--- src/hdl/bru_pkg.sv ---
// Shared types and constants for the 24-bit BMP pixel unpacker.
// No dependencies; imported by every module of the block.
`default_nettype none
package bru_pkg;

    localparam int DIM_W = 13;
    localparam int COORD_W = 12;
    localparam int HCNT_W = 6;

    localparam logic [DIM_W-1:0]  MAX_DIM  = 13'd4096;
    localparam logic [DIM_W-1:0]  SIZE_SAT = 13'h1FFF;
    localparam logic [7:0]        ALPHA    = 8'hFF;
    localparam logic [7:0]        CHAR_B   = 8'h42;
    localparam logic [7:0]        CHAR_M   = 8'h4D;

    localparam logic [HCNT_W-1:0] WIDTH_LO  = 6'd18;
    localparam logic [HCNT_W-1:0] WIDTH_HI  = 6'd21;
    localparam logic [HCNT_W-1:0] HEIGHT_LO = 6'd22;
    localparam logic [HCNT_W-1:0] HEIGHT_HI = 6'd25;
    localparam logic [HCNT_W-1:0] HDR_LAST  = 6'd53;
    localparam logic [HCNT_W-1:0] SIG_B_POS = 6'd0;
    localparam logic [HCNT_W-1:0] SIG_M_POS = 6'd1;

    typedef enum logic [1:0] {
        PH_HEADER = 2'd0,
        PH_PIXELS = 2'd1,
        PH_PAD    = 2'd2,
        PH_IDLE   = 2'd3
    } phase_t;

    typedef struct packed {
        logic [7:0] file_byte;
        logic       first;
    } item_t;

    typedef struct packed {
        logic [31:0]        pixel_word;
        logic [COORD_W-1:0] column;
        logic [COORD_W-1:0] row;
        logic               last;
        logic               error;
    } result_t;

endpackage
`default_nettype wire

--- src/hdl/bmp_rgb24_pixel_unpacker_top.sv ---
// Top level of the 24-bit BMP pixel unpacker: stream ports and packing.
// Depends on bru_pkg, bru_in_stage and bru_parser.
//
// Feed the bytes of an uncompressed 24-bit bottom-up BMP file one word at a
// time, with s_tuser set on the first byte of each file. The 54-byte header is
// checked for the BM signature and a width and height from 1 to 4096; pixel
// data is taken to start at byte 54. Every third data byte yields one word:
// 0xFF alpha over the three color bytes in arrival order, with its column and
// row (rows count down from height-1), m_tlast on the final pixel. Row padding
// is skipped. A bad file gives a single word with m_tuser set and all other
// fields zero, and input is then dropped until the next s_tuser byte. One byte
// is accepted every cycle unless m_tready holds back a result word; the rate
// is set by the parser state update between the input and result registers,
// and a result word is offered in the cycle after its last byte is taken.
`default_nettype none
module bmp_rgb24_pixel_unpacker_top (
    input  wire logic        aclk,
    input  wire logic        aresetn,
    input  wire logic        s_tvalid,
    output logic             s_tready,
    input  wire logic [7:0]  s_tdata,   // file_byte[7:0]
    input  wire logic [0:0]  s_tuser,   // first[0]
    output logic             m_tvalid,
    input  wire logic        m_tready,
    output logic [55:0]      m_tdata,   // pixel_word[31:0], column[43:32], row[55:44]
    output logic             m_tlast,
    output logic [0:0]       m_tuser    // error[0]
);
    import bru_pkg::*;

    item_t   in_item;
    item_t   item;
    logic    item_valid;
    logic    item_take;
    result_t res;

    assign in_item.file_byte = s_tdata;
    assign in_item.first     = s_tuser[0];

    bru_in_stage u_in_stage (
        .aclk       (aclk),
        .aresetn    (aresetn),
        .in_valid   (s_tvalid),
        .in_ready   (s_tready),
        .in_item    (in_item),
        .item_valid (item_valid),
        .item       (item),
        .item_take  (item_take)
    );

    bru_parser u_parser (
        .aclk       (aclk),
        .aresetn    (aresetn),
        .item_valid (item_valid),
        .item       (item),
        .item_take  (item_take),
        .res_valid  (m_tvalid),
        .res        (res),
        .res_ready  (m_tready)
    );

    assign m_tdata = {res.row, res.column, res.pixel_word};
    assign m_tlast = res.last;
    assign m_tuser = res.error;

endmodule
`default_nettype wire

--- src/hdl/bru_in_stage.sv ---
// Input register stage of the BMP pixel unpacker.
// Holds one incoming word for the parser; depends on bru_pkg.
`default_nettype none
module bru_in_stage (
    input  wire logic           aclk,
    input  wire logic           aresetn,
    input  wire logic           in_valid,
    output logic                in_ready,
    input  wire bru_pkg::item_t in_item,
    output logic                item_valid,
    output bru_pkg::item_t      item,
    input  wire logic           item_take
);
    import bru_pkg::*;

    logic  valid_reg;
    item_t item_reg;

    assign in_ready   = !valid_reg || item_take;
    assign item_valid = valid_reg;
    assign item       = item_reg;

    always_ff @(posedge aclk) begin
        if (!aresetn) begin
            valid_reg <= 1'b0;
        end else if (in_ready) begin
            valid_reg <= in_valid;
        end
    end

    always_ff @(posedge aclk) begin
        if (in_ready && in_valid) begin
            item_reg <= in_item;
        end
    end

endmodule
`default_nettype wire

--- src/hdl/bru_parser.sv ---
// Header parser, pixel grouping and result register of the BMP unpacker.
// Depends on bru_pkg; fed by bru_in_stage.
`default_nettype none
module bru_parser (
    input  wire logic           aclk,
    input  wire logic           aresetn,
    input  wire logic           item_valid,
    input  wire bru_pkg::item_t item,
    output logic                item_take,
    output logic                res_valid,
    output bru_pkg::result_t    res,
    input  wire logic           res_ready
);
    import bru_pkg::*;

    phase_t              phase_reg, phase_next, phase_cur;
    logic [HCNT_W-1:0]   hcount_reg, hcount_next, hcount_cur;
    logic [DIM_W-1:0]    width_reg, width_next, width_cur;
    logic [DIM_W-1:0]    height_reg, height_next, height_cur;
    logic [COORD_W-1:0]  column_reg, column_next, column_cur;
    logic [COORD_W-1:0]  row_reg, row_next, row_cur;
    logic [1:0]          bip_reg, bip_next, bip_cur;
    logic [15:0]         held_reg, held_next, held_cur;
    logic [1:0]          pad_reg, pad_next, pad_cur;
    logic                out_valid_reg;
    result_t             out_reg;
    logic                new_valid;
    result_t             new_res;
    logic                out_free;
    logic [DIM_W-1:0]    col_inc;
    logic                is_last;
    logic [7:0]          b;

    function automatic logic [DIM_W-1:0] size_fold(
        input logic [DIM_W-1:0] acc,
        input logic [1:0]       pos,
        input logic [7:0]       data
    );
        logic [15:0] v;
        v = {data, acc[7:0]};
        case (pos)
            2'd0:    size_fold = {5'd0, data};
            2'd1:    size_fold = (v[15:13] != 3'd0) ? SIZE_SAT : v[DIM_W-1:0];
            default: size_fold = (data != 8'd0) ? SIZE_SAT : acc;
        endcase
    endfunction

    assign out_free  = !out_valid_reg || res_ready;
    assign item_take = item_valid && out_free;
    assign res_valid = out_valid_reg;
    assign res       = out_reg;
    assign b         = item.file_byte;

    always_comb begin
        phase_cur  = phase_reg;
        hcount_cur = hcount_reg;
        width_cur  = width_reg;
        height_cur = height_reg;
        column_cur = column_reg;
        row_cur    = row_reg;
        bip_cur    = bip_reg;
        held_cur   = held_reg;
        pad_cur    = pad_reg;
        if (item.first) begin
            phase_cur  = PH_HEADER;
            hcount_cur = '0;
            width_cur  = '0;
            height_cur = '0;
            column_cur = '0;
            row_cur    = '0;
            bip_cur    = '0;
            held_cur   = '0;
            pad_cur    = '0;
        end

        phase_next  = phase_cur;
        hcount_next = hcount_cur;
        width_next  = width_cur;
        height_next = height_cur;
        column_next = column_cur;
        row_next    = row_cur;
        bip_next    = bip_cur;
        held_next   = held_cur;
        pad_next    = pad_cur;
        new_valid   = 1'b0;
        new_res     = '0;
        col_inc     = {1'b0, column_cur} + 13'd1;
        is_last     = (col_inc == width_cur) && (row_cur == '0);

        case (phase_cur)
            PH_HEADER: begin
                hcount_next = hcount_cur + 6'd1;
                if ((hcount_cur == SIG_B_POS && b != CHAR_B) ||
                    (hcount_cur == SIG_M_POS && b != CHAR_M)) begin
                    new_valid     = 1'b1;
                    new_res.error = 1'b1;
                    phase_next    = PH_IDLE;
                end else begin
                    if (hcount_cur >= WIDTH_LO && hcount_cur <= WIDTH_HI) begin
                        width_next = size_fold(width_cur, 2'(hcount_cur - WIDTH_LO), b);
                    end
                    if (hcount_cur >= HEIGHT_LO && hcount_cur <= HEIGHT_HI) begin
                        height_next = size_fold(height_cur, 2'(hcount_cur - HEIGHT_LO), b);
                    end
                    if (hcount_cur == HDR_LAST) begin
                        if (width_cur == '0 || height_cur == '0 ||
                            width_cur > MAX_DIM || height_cur > MAX_DIM) begin
                            new_valid     = 1'b1;
                            new_res.error = 1'b1;
                            phase_next    = PH_IDLE;
                        end else begin
                            phase_next  = PH_PIXELS;
                            column_next = '0;
                            row_next    = COORD_W'(height_cur - 13'd1);
                            bip_next    = '0;
                            held_next   = '0;
                        end
                    end
                end
            end
            PH_PIXELS: begin
                if (bip_cur != 2'd2) begin
                    held_next = {held_cur[7:0], b};
                    bip_next  = bip_cur + 2'd1;
                end else begin
                    bip_next           = '0;
                    held_next          = '0;
                    new_valid          = 1'b1;
                    new_res.pixel_word = {ALPHA, held_cur, b};
                    new_res.column     = column_cur;
                    new_res.row        = row_cur;
                    new_res.last       = is_last;
                    column_next        = col_inc[COORD_W-1:0];
                    if (is_last) begin
                        phase_next = PH_IDLE;
                    end else if (col_inc >= width_cur) begin
                        column_next = '0;
                        pad_next    = width_cur[1:0];
                        if (row_cur != '0) begin
                            row_next = row_cur - 12'd1;
                        end
                        if (width_cur[1:0] != 2'd0) begin
                            phase_next = PH_PAD;
                        end
                    end
                end
            end
            PH_PAD: begin
                if (pad_cur != 2'd0) begin
                    pad_next = pad_cur - 2'd1;
                end
                if (pad_cur <= 2'd1) begin
                    phase_next = PH_PIXELS;
                end
            end
            default: begin
            end
        endcase
    end

    always_ff @(posedge aclk) begin
        if (!aresetn) begin
            phase_reg  <= PH_HEADER;
            hcount_reg <= '0;
            width_reg  <= '0;
            height_reg <= '0;
            column_reg <= '0;
            row_reg    <= '0;
            bip_reg    <= '0;
            held_reg   <= '0;
            pad_reg    <= '0;
        end else if (item_take) begin
            phase_reg  <= phase_next;
            hcount_reg <= hcount_next;
            width_reg  <= width_next;
            height_reg <= height_next;
            column_reg <= column_next;
            row_reg    <= row_next;
            bip_reg    <= bip_next;
            held_reg   <= held_next;
            pad_reg    <= pad_next;
        end
    end

    always_ff @(posedge aclk) begin
        if (!aresetn) begin
            out_valid_reg <= 1'b0;
        end else if (out_free) begin
            out_valid_reg <= item_valid && new_valid;
        end
    end

    always_ff @(posedge aclk) begin
        if (item_take && new_valid) begin
            out_reg <= new_res;
        end
    end

    a_pad_nonzero: assert property (@(posedge aclk) disable iff (!aresetn)
        phase_reg == PH_PAD |-> pad_reg != 2'd0)
        else $error("padding phase with nothing left to skip");

    a_last_idle: assert property (@(posedge aclk) disable iff (!aresetn)
        (item_take && new_valid && new_res.last) |=> phase_reg == PH_IDLE)
        else $error("parser not idle after final pixel");

    a_bip_range: assert property (@(posedge aclk) disable iff (!aresetn)
        phase_reg == PH_PIXELS |-> bip_reg != 2'd3)
        else $error("pixel byte count out of range");

    a_col_range: assert property (@(posedge aclk) disable iff (!aresetn)
        phase_reg == PH_PIXELS |-> {1'b0, column_reg} < width_reg)
        else $error("column beyond image width");

    a_stall_hold: assert property (@(posedge aclk) disable iff (!aresetn)
        (out_valid_reg && !res_ready) |=> (out_valid_reg && $stable(out_reg)))
        else $error("result word changed while stalled");

endmodule
`default_nettype wire
--- config.mk ---
export PLATFORM = sky130hd
export DESIGN_NAME = bmp_rgb24_pixel_unpacker_top
export DESIGN_NICKNAME = d
export VERILOG_FILES = /design/src/hdl/bru_pkg.sv /design/src/hdl/bmp_rgb24_pixel_unpacker_top.sv /design/src/hdl/bru_in_stage.sv /design/src/hdl/bru_parser.sv
export SDC_FILE = /design/constraint.sdc
export NUM_CORES = 1
export LEC_CHECK = 0
export BUFFER_PORTS_ARGS = -buffer_cell sky130_fd_sc_hd__buf_2
export CAP_MARGIN = 20
export CELL_PAD_IN_SITES_DETAIL_PLACEMENT = 0
export CELL_PAD_IN_SITES_GLOBAL_PLACEMENT = 1
export CORE_ASPECT_RATIO = 1.4
export CORE_UTILIZATION = 43
export CTS_BUF_LIST = sky130_fd_sc_hd__clkbuf_8
export CTS_CLUSTER_SIZE = 24
export DETAILED_ROUTE_END_ITERATION = 7
export PLACE_DENSITY = 0.81
export SLEW_MARGIN = 20
export SYNTH_ARGS = -nofsm -noshare
export SYNTH_HDL_FRONTEND = slang
export SYNTH_SLANG_ARGS = --single-unit
--- constraint.sdc ---
create_clock -name aclk -period 6.41 [get_ports aclk]
set_input_delay 1.6025 -clock aclk [delete_from_list [all_inputs] [get_ports aclk]]
set_output_delay 1.6025 -clock aclk [all_outputs]
set_load 0.005 [all_outputs]
After elaboration in Yosys (flattened, before gate mapping)
Cells that the tools add are included.
{ "totals": {"register_bits": 147, "latchBits": 0, "ram_bits": 0, "mem_bits_ro": 0, "inputBits": 13, "output_inout_bits": 60, "word_cells": 143, "memories": 0} }
{ "classes": {"addsub": 8, "n_mul": 0, "div_mod_pow": 0, "order_cmp": 8, "eq_ne": 10, "shifts": 0, "muxes": 67, "bitwise_logic": 1, "reduce_logical": 30} }
{ "op_table": {"columns": ["cell", "count"], "rows": [
  ["12-bit two-way mux", 15],
  ["13-bit two-way mux", 12],
  ["16-bit two-way mux", 5],
  ["57-bit two-way mux", 1],
  ["13-bit one-hot mux with 2 select lines", 2],
  ["12-bit one-hot mux with 2 select lines", 2],
  ["2-bit two-way mux", 19],
  ["16-bit one-hot mux with 2 select lines", 1],
  ["13-bit greater-than comparator, second input constant", 2],
  ["13-bit zero test", 2],
  ["12-bit by 1-bit subtractor with 12-bit output, second input constant", 2],
  ["8-bit by 7-bit != test with 1-bit output, second input constant", 2],
  ["12-bit by 1-bit adder with 13-bit output, second input constant", 1],
  ["13-bit equality test", 1],
  ["13-bit >= comparator", 1],
  ["6-bit by 5-bit >= comparator with 1-bit output, second input constant", 2],
  ["6-bit by 5-bit less-or-equal comparator with 1-bit output, second input constant", 2],
  ["12-bit zero test", 1],
  ["6-bit two-way mux", 2],
  ["12-bit nonzero test", 1],
  ["1-bit logical AND", 9],
  ["2-bit one-hot mux with 2 select lines", 2],
  ["8-bit nonzero test", 1],
  ["6-bit by 1-bit adder with 6-bit output, second input constant", 1],
  ["20 further kinds", 35]
]} }

Depth between registers and ports, before layout
Gate-level depths: netlist (run 1).
{ "depth": {"word_depth": 10, "depth_mapped": 22, "mapped_depth_nobuf": 15} }

Cells and area by module
A second synthesis (run 1) with hierarchy kept.
{ "unflattened": {"hier_cells": 826, "area_unflattened_um2": 7468.4} }
{ "modules_own_cells": {"columns": ["mod", "instances", "cells_per_inst", "area_each_um2", "seq_area_each_um2"], "rows": [
  ["bru_parser", 1, 812, 7140.6, 3113.0],
  ["bru_in_stage", 1, 14, 327.8, 290.3]
]} }

Worst setup path before layout (run 1)
No wires, ideal clock.
{ "synth_path": {"kind": "register -> register", "start": "reg u_in_stage.item_reg, in the netlist u_in_stage.item[0]", "end": "reg u_parser.out_reg, in the netlist u_parser.res[0], enable pin", "setup_ps": 478, "arrival_time_ps": 5530, "t_required_ps": 5932, "setup_slack_ps": 402, "stages_incl_launch_ff": 14, "n_path_buf": 5, "path_cell_list": "edfxtp_1 > clkbuf_1 > clkbuf_1 > clkbuf_1 > clkbuf_1 > nand2b_1 > ha_1 > clkbuf_1 > or3b_2 > nor4_1 > a211oi_2 > nor3_1 > o21ai_0 > a21oi_1"} }
{ "synth_between": {"elab_chain_cells": 10, "elab_cells_between_ends": 27, "classes_between": "order compare: 2; eq/ne: 4; mux: 10; reduce/logical: 11"} }
{ "synth_lines": {"columns": ["element", "line", "text"], "rows": [
  ["start: declaration", "bru_in_stage.sv:17", "item_t item_reg;"],
  ["start signal: assignment", "bru_in_stage.sv:33", "item_reg <= in_item;"],
  ["parallel branches: the longest is 8 deep, another holds 13-bit greater-than comparator", null, null],
  ["1-bit one-hot mux with 2 select lines (*)", "bru_parser.sv:90", "case (phase_cur)"],
  ["1-bit logical AND (*)", "bru_parser.sv:194", "if (item_take && new_valid) begin"],
  ["end signal: assignment", "bru_parser.sv:195", "out_reg <= new_res;"],
  ["end: declaration", "bru_parser.sv:26", "result_t out_reg;"]
]} }
Every way passes the cells marked *.
A chain may end at the register's enable or synchronous reset.

Worst setup path in the final report (run 1)
{ "layout_path": {"start": "reg u_in_stage.item_reg, in the netlist u_in_stage.item[0]", "end": "reg u_parser.out_reg, in the netlist u_parser.res[2], enable pin"} }
The elaborated chain is that of the path after synthesis.

==> impl_metrics.yaml, run 1 <==
outcome:
  outcome: "finished, final reports clean"
logic_synthesis:
  synth_common_cells: "nor2_1, nand2_1, dfxtp_1, o21ai_0, edfxtp_1"
  synthesis.nets: 906
  synth-edff-count: 60
  synth_cell_type_count: 66
  yosys-top-cells-area: "edfxtp_1, dfxtp_1, nor2_1"
  syn_area_um2: 7639
  synth.most_common_cell: "nor2_1"
  yosys_warnings: 0
  yosysTopAreaCellShare_pct: 23.59
  yosysTopAreaCell: "edfxtp_1"
  synth_ff_type: "dfxtp_1"
  ys_seq_area_share_pct: 44.55
  synth_area_per_cell_um2: 8.790
  synthArstFlopShare_pct: 0
  syn_inst: 869
  ys_seq_elements: 140
floorplan:
  die_h_um: 159.7
  rows: 57
  core_area_um2: 17400
  dieArea_um2: 18310
  die_x_um: 114.6
  start_util_pct: 43.90
  pin_count: 73
grt:
  track_usage_pct: 23.07
  grt_pass1_vias: 6146
  gr-total-overflow: 0
  antenna_found_initial: 0
  grt_pass1_wl_um: 32860
  grt_max_degree: 44
final_layout:
  largest_reg_flops: 51
  nets: 948
  layout-drive-gt1-share_pct: 14.07
  n_antenna_cell: 0
  synthToLayoutAreaGrowth_pct: 11.58
routing:
  route.detailed.drc: 0
  vias_per_cell: 5.580
  postRouteAntennaNets: 0
  vias: 6473
  routed_wl_um: 20400
  first_iter_violations: 360
  dr.pass1.iters: 5
  wl_per_cell_um: 17.58
critical_path:
  path_delay_family: "simple AND/OR/NAND/NOR gates"
  cp-end-kind: "register"
  path_class: "register to register"
  required_ns: 6.55
  path_max_fanout: 23
  rrSetupSlack_ns: 2.12
  slowest_stage: "edfxtp_1"
  reg2reg_from: "u_in_stage.item[0]"
  worstReg2RegEnd: "u_parser.res[2]"
  start_kind: "register"
  r2r.worst_path.cells: 10
  worstPathCellList: "nand2b_1 > ha_1 > or3b_2 > nor4_1 > a211oi_2 > nor3_1 > o21ai_0 > a21oi_4 > buf_16 > buf_4"
  slowest_delay_ns: 0.90
  cp.arrival_ns: 4.43
  path_buf_inv: 2
placement:
  gp_congestion: 0.8618
  dpl.hpwl_um: 14500
  port_buffers: 72
  place_worst_setup_slack_ns: 1.890
clock_tree:
  clockBufferDepth: 2
  post_cts_buffers: 0
  cts.hold.buffers_added: 0
  cts_buffers: 17
  cts-resized-gates: 0
  clkLatencyLatePin_ns: 0.46
  cts-root-buf: "clkbuf_8"
  htree_num_levels: 4
  cts_tree: "built"
  clk_pin_slew_ns: 0.09
  cts.sinks: 140
timing:
  fin_ws_ns: 2.118
  fin_crit_ns: 4.292
  worstMarginPinSlew_ns: 0.8958
  relSlewSlack_pct: 39.82
  finalHoldViolCount: 0
  fin_skew_ns: 0.02380
  rsz0062_at_grt: "false"
  fmax_mhz: 233.0
  setup-violations-final: 0
  setup-tns-final_ns: 0
  drv_slew: 0
  fin_crit_sh_pct: 66.96
power_and_ir_drop:
  power_leakage_nw: 3.183
  ir_drop_v: 0.0001076
  p_per_area_nw_per_um2: 216.4
hold_path:
  hold_start: "u_parser.height_reg[4]"
  min_path_type: "register to register"
  whs_path_depth: 2
  holdPathEnd: "u_parser.height_reg[4]"
flow_run:
  timing.max_cap.violations: 0
routing by layer:
metal / track usage [%] / wire length, um / up-vias
li1: - / - / 3237
met1: 28.78 / 8857 / 3026
met2: 39.94 / 10220 / 179
met3: 2.505 / 699 / 31
met4: 9.858 / 614 / 0
met5: 0 / 0 / -
how the worst max path moves through the flow:
| stage | start | endpoint | slack (ns) | cells after the start |
|---|---|---|---|---|
| 5_1_grt | u_in_stage.item[0] | u_parser.column_reg[1] | 1.70 | 16 |
| 3_3_place_gp | u_in_stage.item[0] | u_parser.res[2] | 2.00 | 9 |
| 3_5_place_dp | u_in_stage.item[0] | u_parser.res[2] | 1.89 | 9 |
| 4_1_cts | u_in_stage.item[0] | u_parser.res[2] | 1.86 | 9 |
| 6_report | u_in_stage.item[0] | u_parser.res[2] | 2.12 | 10 |
| 2_1_floorplan | u_in_stage.item[0] | u_parser.res[0] | 0.40 | 13 |
cell families (layout without fill, tap and decap cells):
group | count (synthesis) | count (layout) | share of synthesized area, %
AO/OA/AOI/OAI | 237 | 237 | 20.13
XOR/XNOR | 14 | 14 | 1.605
adder cells (fa/ha/maj) | 24 | 24 | 3.931
buffers and inverters | 79 | 134 | 4.455
flip-flops | 140 | 140 | 44.55
multiplexers | 6 | 6 | 0.8190
AND/OR/NAND/NOR | 369 | 369 | 24.50
cells in the final DEF, fill, tap and decap left out, types with 20 or more instances in the layout:
master	instances
nor2b_1	20
a22oi_1	26
nor2_1	93
buf_2	72
ha_1	24
edfxtp_1	60
dfxtp_1	80
nand2b_1	31
nand2_1	83
o21ai_0	67
a21oi_1	49
a31oi_1	20
and2_1	50
power by group:
part,switching [mW],total [mW],internal [mW]
logic,0.104,0.157,0.0531
registers,0.0231,0.978,0.955
clock network,0.420,0.709,0.289
total,0.547,1.84,1.30
worst reg2reg max path: stages, from the launching register on:
cell and delay, ns:
edfxtp_1 0.90, nand2b_1 0.27, ha_1 0.40, or3b_2 0.47, nor4_1 0.31, a211oi_2 0.09, nor3_1 0.14, o21ai_0 0.24
a21oi_4 0.63, buf_16 0.24, buf_4 0.29
layout make-up:
cell class	instances	area (um^2)
Sequential cell	140	3403
Multi-Input combinational cell	650	3906
Tap cell	236	295.3
Clock inverter	15	142.6
Clock buffer	17	234.0
Inverter	17	63.81
Fill cell	1712	8879
Timing Repair Buffer	85	478.0
metrics by stage:
stage	std cells	total power [mW]	hold slack (ns)	cell area, um^2	util, %
after floorplan	869	1.094	0.4419	7639	-
after global placement	1127	1.150	0.4539	8119	46.66
after detailed placement	1127	1.151	0.4572	8119	46.66
after CTS	1159	1.849	0.4719	8496	48.82
after global routing	1160	1.910	0.4949	8523	48.98
final	1160	1.844	0.4714	8523	48.98
Note: power is estimated with default switching activity, not from simulation.
==> run 2, diff against run 1 <==
Clock period 6.41 ns to 3.6 ns, I/O delays scaled along.
==> impl_metrics.yaml, run 2 (synthesized netlist as in run 1, its figures left out) <==
critical_path:
  start_kind: "register"
  slowest_delay_ns: 0.39
  path_delay_family: "simple AND/OR/NAND/NOR gates"
  reg2reg_from: "u_in_stage.item[0]"
  cp-end-kind: "register"
  path_buf_inv: 2
  slowest_stage: "edfxtp_1"
  rrSetupSlack_ns: 0.24
  required_ns: 3.95
  path_class: "register to register"
  path_max_fanout: 19
  cp.arrival_ns: 3.71
  worstPathCellList: "buf_4 > nor2b_4 > ha_2 > nand3_2 > or3_4 > nor2_1 > xor2_1 > ha_1 > nand2_1 > nor2_1 > nand2_1 > o21ai_2 > buf_12 > nand3_2 > and3_1 > o41a_1"
  startpoint: "u_in_stage.item[0]"
floorplan:
  start_util_pct: 43.90
  rows: 57
  core_area_um2: 17400
  pin_count: 73
  die_x_um: 114.6
  dieArea_um2: 18310
  die_h_um: 159.7
power_and_ir_drop:
  fin_total_pwr_mw: 3.360
  ir_drop_v: 0.0001776
  power_leakage_nw: 3.329
  p_per_area_nw_per_um2: 380.8
grt:
  grt_pass1_wl_um: 33710
  antenna_found_initial: 0
  track_usage_pct: 23.78
  grt_pass1_vias: 6297
  grt_max_degree: 90
  gr-total-overflow: 0
timing:
  fin_crit_sh_pct: 93.33
  rsz0062_at_grt: "false"
  drv_slew: 0
  fmax_mhz: 297.6
  fin_crit_ns: 3.360
  fin_ws_ns: 0.2403
  holdWs_ns: 0.4772
  relSlewSlack_pct: 43.95
  setup-violations-final: 0
  finalHoldViolCount: 0
  setup-tns-final_ns: 0
  worstMarginPinSlew_ns: 0.8343
  fin_skew_ns: 0.01786
placement:
  gp_congestion: 0.9020
  place_worst_setup_slack_ns: 0.07114
  port_buffers: 72
  dpl_cell_area_um2: 8404
  place_inst: 1148
  dpl.hpwl_um: 15320
clock_tree:
  clk_pin_slew_ns: 0.09
  cts.hold.buffers_added: 0
  clkLatencyLatePin_ns: 0.47
  htree_num_levels: 4
  cts_tree: "built"
  cts_buffers: 17
  clockBufferDepth: 2
  cts-root-buf: "clkbuf_8"
  cts.sinks: 140
final_layout:
  final_cell_mix: "nor2_1, nand2_1, dfxtp_1"
  largest_reg_flops: 51
  synthToLayoutAreaGrowth_pct: 15.51
  n_antenna_cell: 0
  stdcell_count: 1181
  fin_area_um2: 8823
  layout-drive-gt1-share_pct: 17.67
  nets: 969
  layout_commonest_cell: "nor2_1"
  fin_util_pct: 50.70
routing:
  postRouteAntennaNets: 0
  dr.pass1.iters: 5
  vias_per_cell: 5.648
  wl_per_cell_um: 17.76
  routed_wl_um: 20970
  first_iter_violations: 479
  route.detailed.drc: 0
  vias: 6670
hold_path:
  hold_start: "u_parser.phase_reg[0]"
  min_path_type: "register to register"
outcome:
  outcome: "finished, final reports clean"
flow_run:
  timing.max_cap.violations: 0
run 2: cell types whose count changed in the layout (fill, tap and decap cells not counted), sizes merged:
cell	delta
buf	+21
clkinv	-1
bufinv	+1
run 2: report_power, final:
group | leakage, nW | total, mW | switching, mW | internal [mW]
Clock | 0.204 | 1.32 | 0.732 | 0.585
Sequential | 1.24 | 1.74 | 0.0365 | 1.70
Combinational | 1.88 | 0.307 | 0.199 | 0.108
run 2: final timing paths:
check | cells past startpoint | endpoint
max | 16 | u_parser.row_reg[9]
min | 2 | u_parser.phase_reg[0]
max reg2reg | 16 | u_parser.row_reg[9]
min reg2reg | 2 | u_parser.phase_reg[0]
run 2: area by class of cell:
class                   instances  area [um^2]
clock inverters                15        171.4
fillers                      1741         8578
flip-flops and latches        140         3403
well taps                     236        295.3
multi-input cells             650         4003
repair buffers                106        653.1
inverters                      17        63.81
clock buffers                  17        234.0
run 2: repair_timing:
item | in CTS | in global routing
gates resized for setup | 0 | 2
setup buffers | 0 | 1
endpoints found under the setup margin | 0 | 16
run 2: tightest hold or removal path, stage by stage (launching register included):
cell,delay (ns)
dfxtp_1,0.33
nand2_1,0.05
a21oi_1,0.06
run 2: layer usage:
metal / vias to the layer above / wire [um] / global-route usage, %
li1: 3269 / - / -
met1: 3146 / 8904 / 28.96
met2: 204 / 10470 / 40.94
met3: 51 / 909 / 3.985
met4: 0 / 686 / 10.27
met5: - / 0 / 0
==> run 3, diff against run 2 <==
Settings changed: SETUP_SLACK_MARGIN set to 0.05, SYNTH_HIERARCHICAL set to 1.
==> impl_metrics.yaml, run 3 <==
outcome:
  violations: "setup timing"
  outcome: "complete, but fails checks"
logic_synthesis:
  yosysTopAreaCell: "edfxtp_1"
  synth_mux_area_share_pct: 0.7539
  yosys-top-cells-area: "edfxtp_1, dfxtp_1, nor2_1"
  yosys.area_share.xor_xnor_pct: 1.994
  synth_compound_area_share_pct: 20.12
  synth_top_family_by_area: "simple AND/OR/NAND/NOR gates"
  yosysTopAreaCellShare_pct: 24.12
  syn_inst: 826
  synth_common_cells: "nor2_1, dfxtp_1, nand2_1, edfxtp_1, o21ai_0"
  synth_ff_type: "dfxtp_1"
  synthesis.nets: 863
  yosys.area_share.simple_pct: 23.05
  ys_seq_elements: 140
  yosys_warnings: 6
  synth_fa_ha_area_share_pct: 4.021
  synth_cell_type_count: 76
  synthArstFlopShare_pct: 0
  synth.most_common_cell: "nor2_1"
  synth_area_per_cell_um2: 9.042
  synth-edff-count: 60
  syn_area_um2: 7468
  ys_seq_area_share_pct: 45.57
power_and_ir_drop:
  power_leakage_nw: 3.486
  fin_total_pwr_mw: 3.374
  p_per_area_nw_per_um2: 375.4
  ir_drop_v: 0.0001959
final_layout:
  largest_reg_flops: 51
  nets: 965
  fin_area_um2: 8987
  synthToLayoutAreaGrowth_pct: 20.34
  multi_input_area_um2: 3945
  final_cell_mix: "nor2_1, dfxtp_1, buf_2"
  n_antenna_cell: 0
  layout-drive-gt1-share_pct: 23.70
  regArea_um2: 3403
  layout_commonest_cell: "nor2_1"
  num-fill-cells: 1579
floorplan:
  die_h_um: 157.9
  pin_count: 73
  core_area_um2: 16890
  rows: 56
  start_util_pct: 44.23
  dieArea_um2: 17910
  die_x_um: 113.4
routing:
  postRouteAntennaNets: 0
  vias_per_cell: 5.649
  dr.pass1.iters: 5
  vias: 6626
  wl_per_cell_um: 17.61
  first_iter_violations: 510
  route.detailed.drc: 0
  routed_wl_um: 20650
grt:
  grt_max_degree: 52
  gr-total-overflow: 0
  grt_pass1_wl_um: 33050
  track_usage_pct: 23.96
  antenna_found_initial: 0
  grt_pass1_vias: 6269
critical_path:
  path_class: "register to register"
  path_max_fanout: 11
  worstReg2RegEnd: "u_parser/row_reg[11]"
  required_ns: 3.92
  worstPathCellList: "nor2b_1 > ha_2 > and3_4 > and4_4 > and3_4 > nand4_1 > xor2_1 > nor2_1 > ha_1 > nand4_1 > buf_6 > nor2_2 > a22o_1 > a31o_4 > buf_12 > and2_4 > a221oi_2 > a221oi_1"
  reg2reg_from: "u_in_stage/item[0]"
  cp-end-kind: "register"
  slowest_stage: "edfxtp_1"
  r2r.worst_path.cells: 18
  rrSetupSlack_ns: -0.09
  slowest_delay_ns: 0.46
  start_kind: "register"
  cp.arrival_ns: 4.00
clock_tree:
  cts_buffers: 17
  cts_tree: "built"
  clk_pin_slew_ns: 0.09
  cts.sinks: 140
  clkLatencyLatePin_ns: 0.46
  htree_num_levels: 4
  cts-root-buf: "clkbuf_8"
  clockBufferDepth: 2
  cts.hold.buffers_added: 0
timing:
  fin_crit_sh_pct: 102.4
  holdWs_ns: 0.4974
  fin_skew_ns: 0.01331
  fin_crit_ns: 3.686
  fmax_mhz: 271.3
  finalHoldViolCount: 0
  worstMarginPinSlew_ns: 0.6310
  relSlewSlack_pct: 57.49
  fin_ws_ns: -0.08617
  setup-violations-final: 14
  rsz0062_at_grt: "true"
  drv_slew: 0
  setup-tns-final_ns: -0.5530
placement:
  port_buffers: 72
  dpl_cell_area_um2: 8309
  dpl.hpwl_um: 14430
  place_worst_setup_slack_ns: -0.05243
  gp_congestion: 0.8316
hold_path:
  min_path_type: "register to register"
  whs_path_depth: 2
  hold_start: "u_parser/bip_reg[0]"
  holdPathEnd: "u_parser/bip_reg[0]"
flow_run:
  timing.max_cap.violations: 0
run 3: cells by family after synthesis:
kind of cell,after synthesis
flops,140
compound gates,225
fa+ha+maj,24
xor+xnor,17
mux,5
simple gates,337
buf+inv,78
run 3: layout make-up:
cell class,count,share of cell area [%]
clock buffer,17,2.603
clock inverter,15,1.517
inverter,24,1.044
multi-input combinational,608,43.90
sequential,140,37.87
tap,232,3.230
timing repair buffer,137,9.843
run 3: power by group:
group | switching, mW | internal (mW)
combinational | 0.257 | 0.148
clock | 0.708 | 0.503
sequential | 0.0399 | 1.72
total | 1.00 | 2.37
run 3: per-layer routing:
metal,vias up,global-route usage [%],share of wire [%]
li1,3236,-,-
met1,3193,29.81,43
met2,170,41.19,50
met3,27,4.173,4.6
met4,0,9.398,2.3
met5,-,0,0
run 3: how the worst max path moves through the flow:
stage                        from                    to  slack (ns)
2_1_floorplan  u_in_stage/item[0]   u_parser/row_reg[4]       -0.34
3_3_place_gp   u_in_stage/item[0]   u_parser/row_reg[4]        0.02
3_5_place_dp   u_in_stage/item[0]   u_parser/row_reg[4]       -0.05
4_1_cts        u_in_stage/item[0]   u_parser/row_reg[4]        0.02
5_1_grt        u_in_stage/item[0]  u_parser/row_reg[11]       -0.25
6_report       u_in_stage/item[0]  u_parser/row_reg[11]       -0.09
run 3: metrics by stage:
stage / cells / util (%)
3_5_place_dp: 1122 / 49.21
2_1_floorplan: 826 / -
6_report: 1173 / 53.22
4_1_cts: 1168 / 52.41
3_3_place_gp: 1122 / 49.21
5_1_grt: 1173 / 53.22
run 3: repair_timing:
action,CTS,global route
endpoints found under the setup margin,18,41
setup buffers,14,5
cloned,1,0
resized for setup,12,26
pin swaps,6,18
run 3: worst max-delay path, delay by kind of cell, from the launching register on:
family,cells,cell delay (ns)
buffers and inverters,2,0.28
AOI/OAI and AO/OA,4,0.82
adders and majority gates,2,0.45
and+or+nand+nor,9,1.32
xor gates and xnor gates,1,0.19
DFF,1,0.46
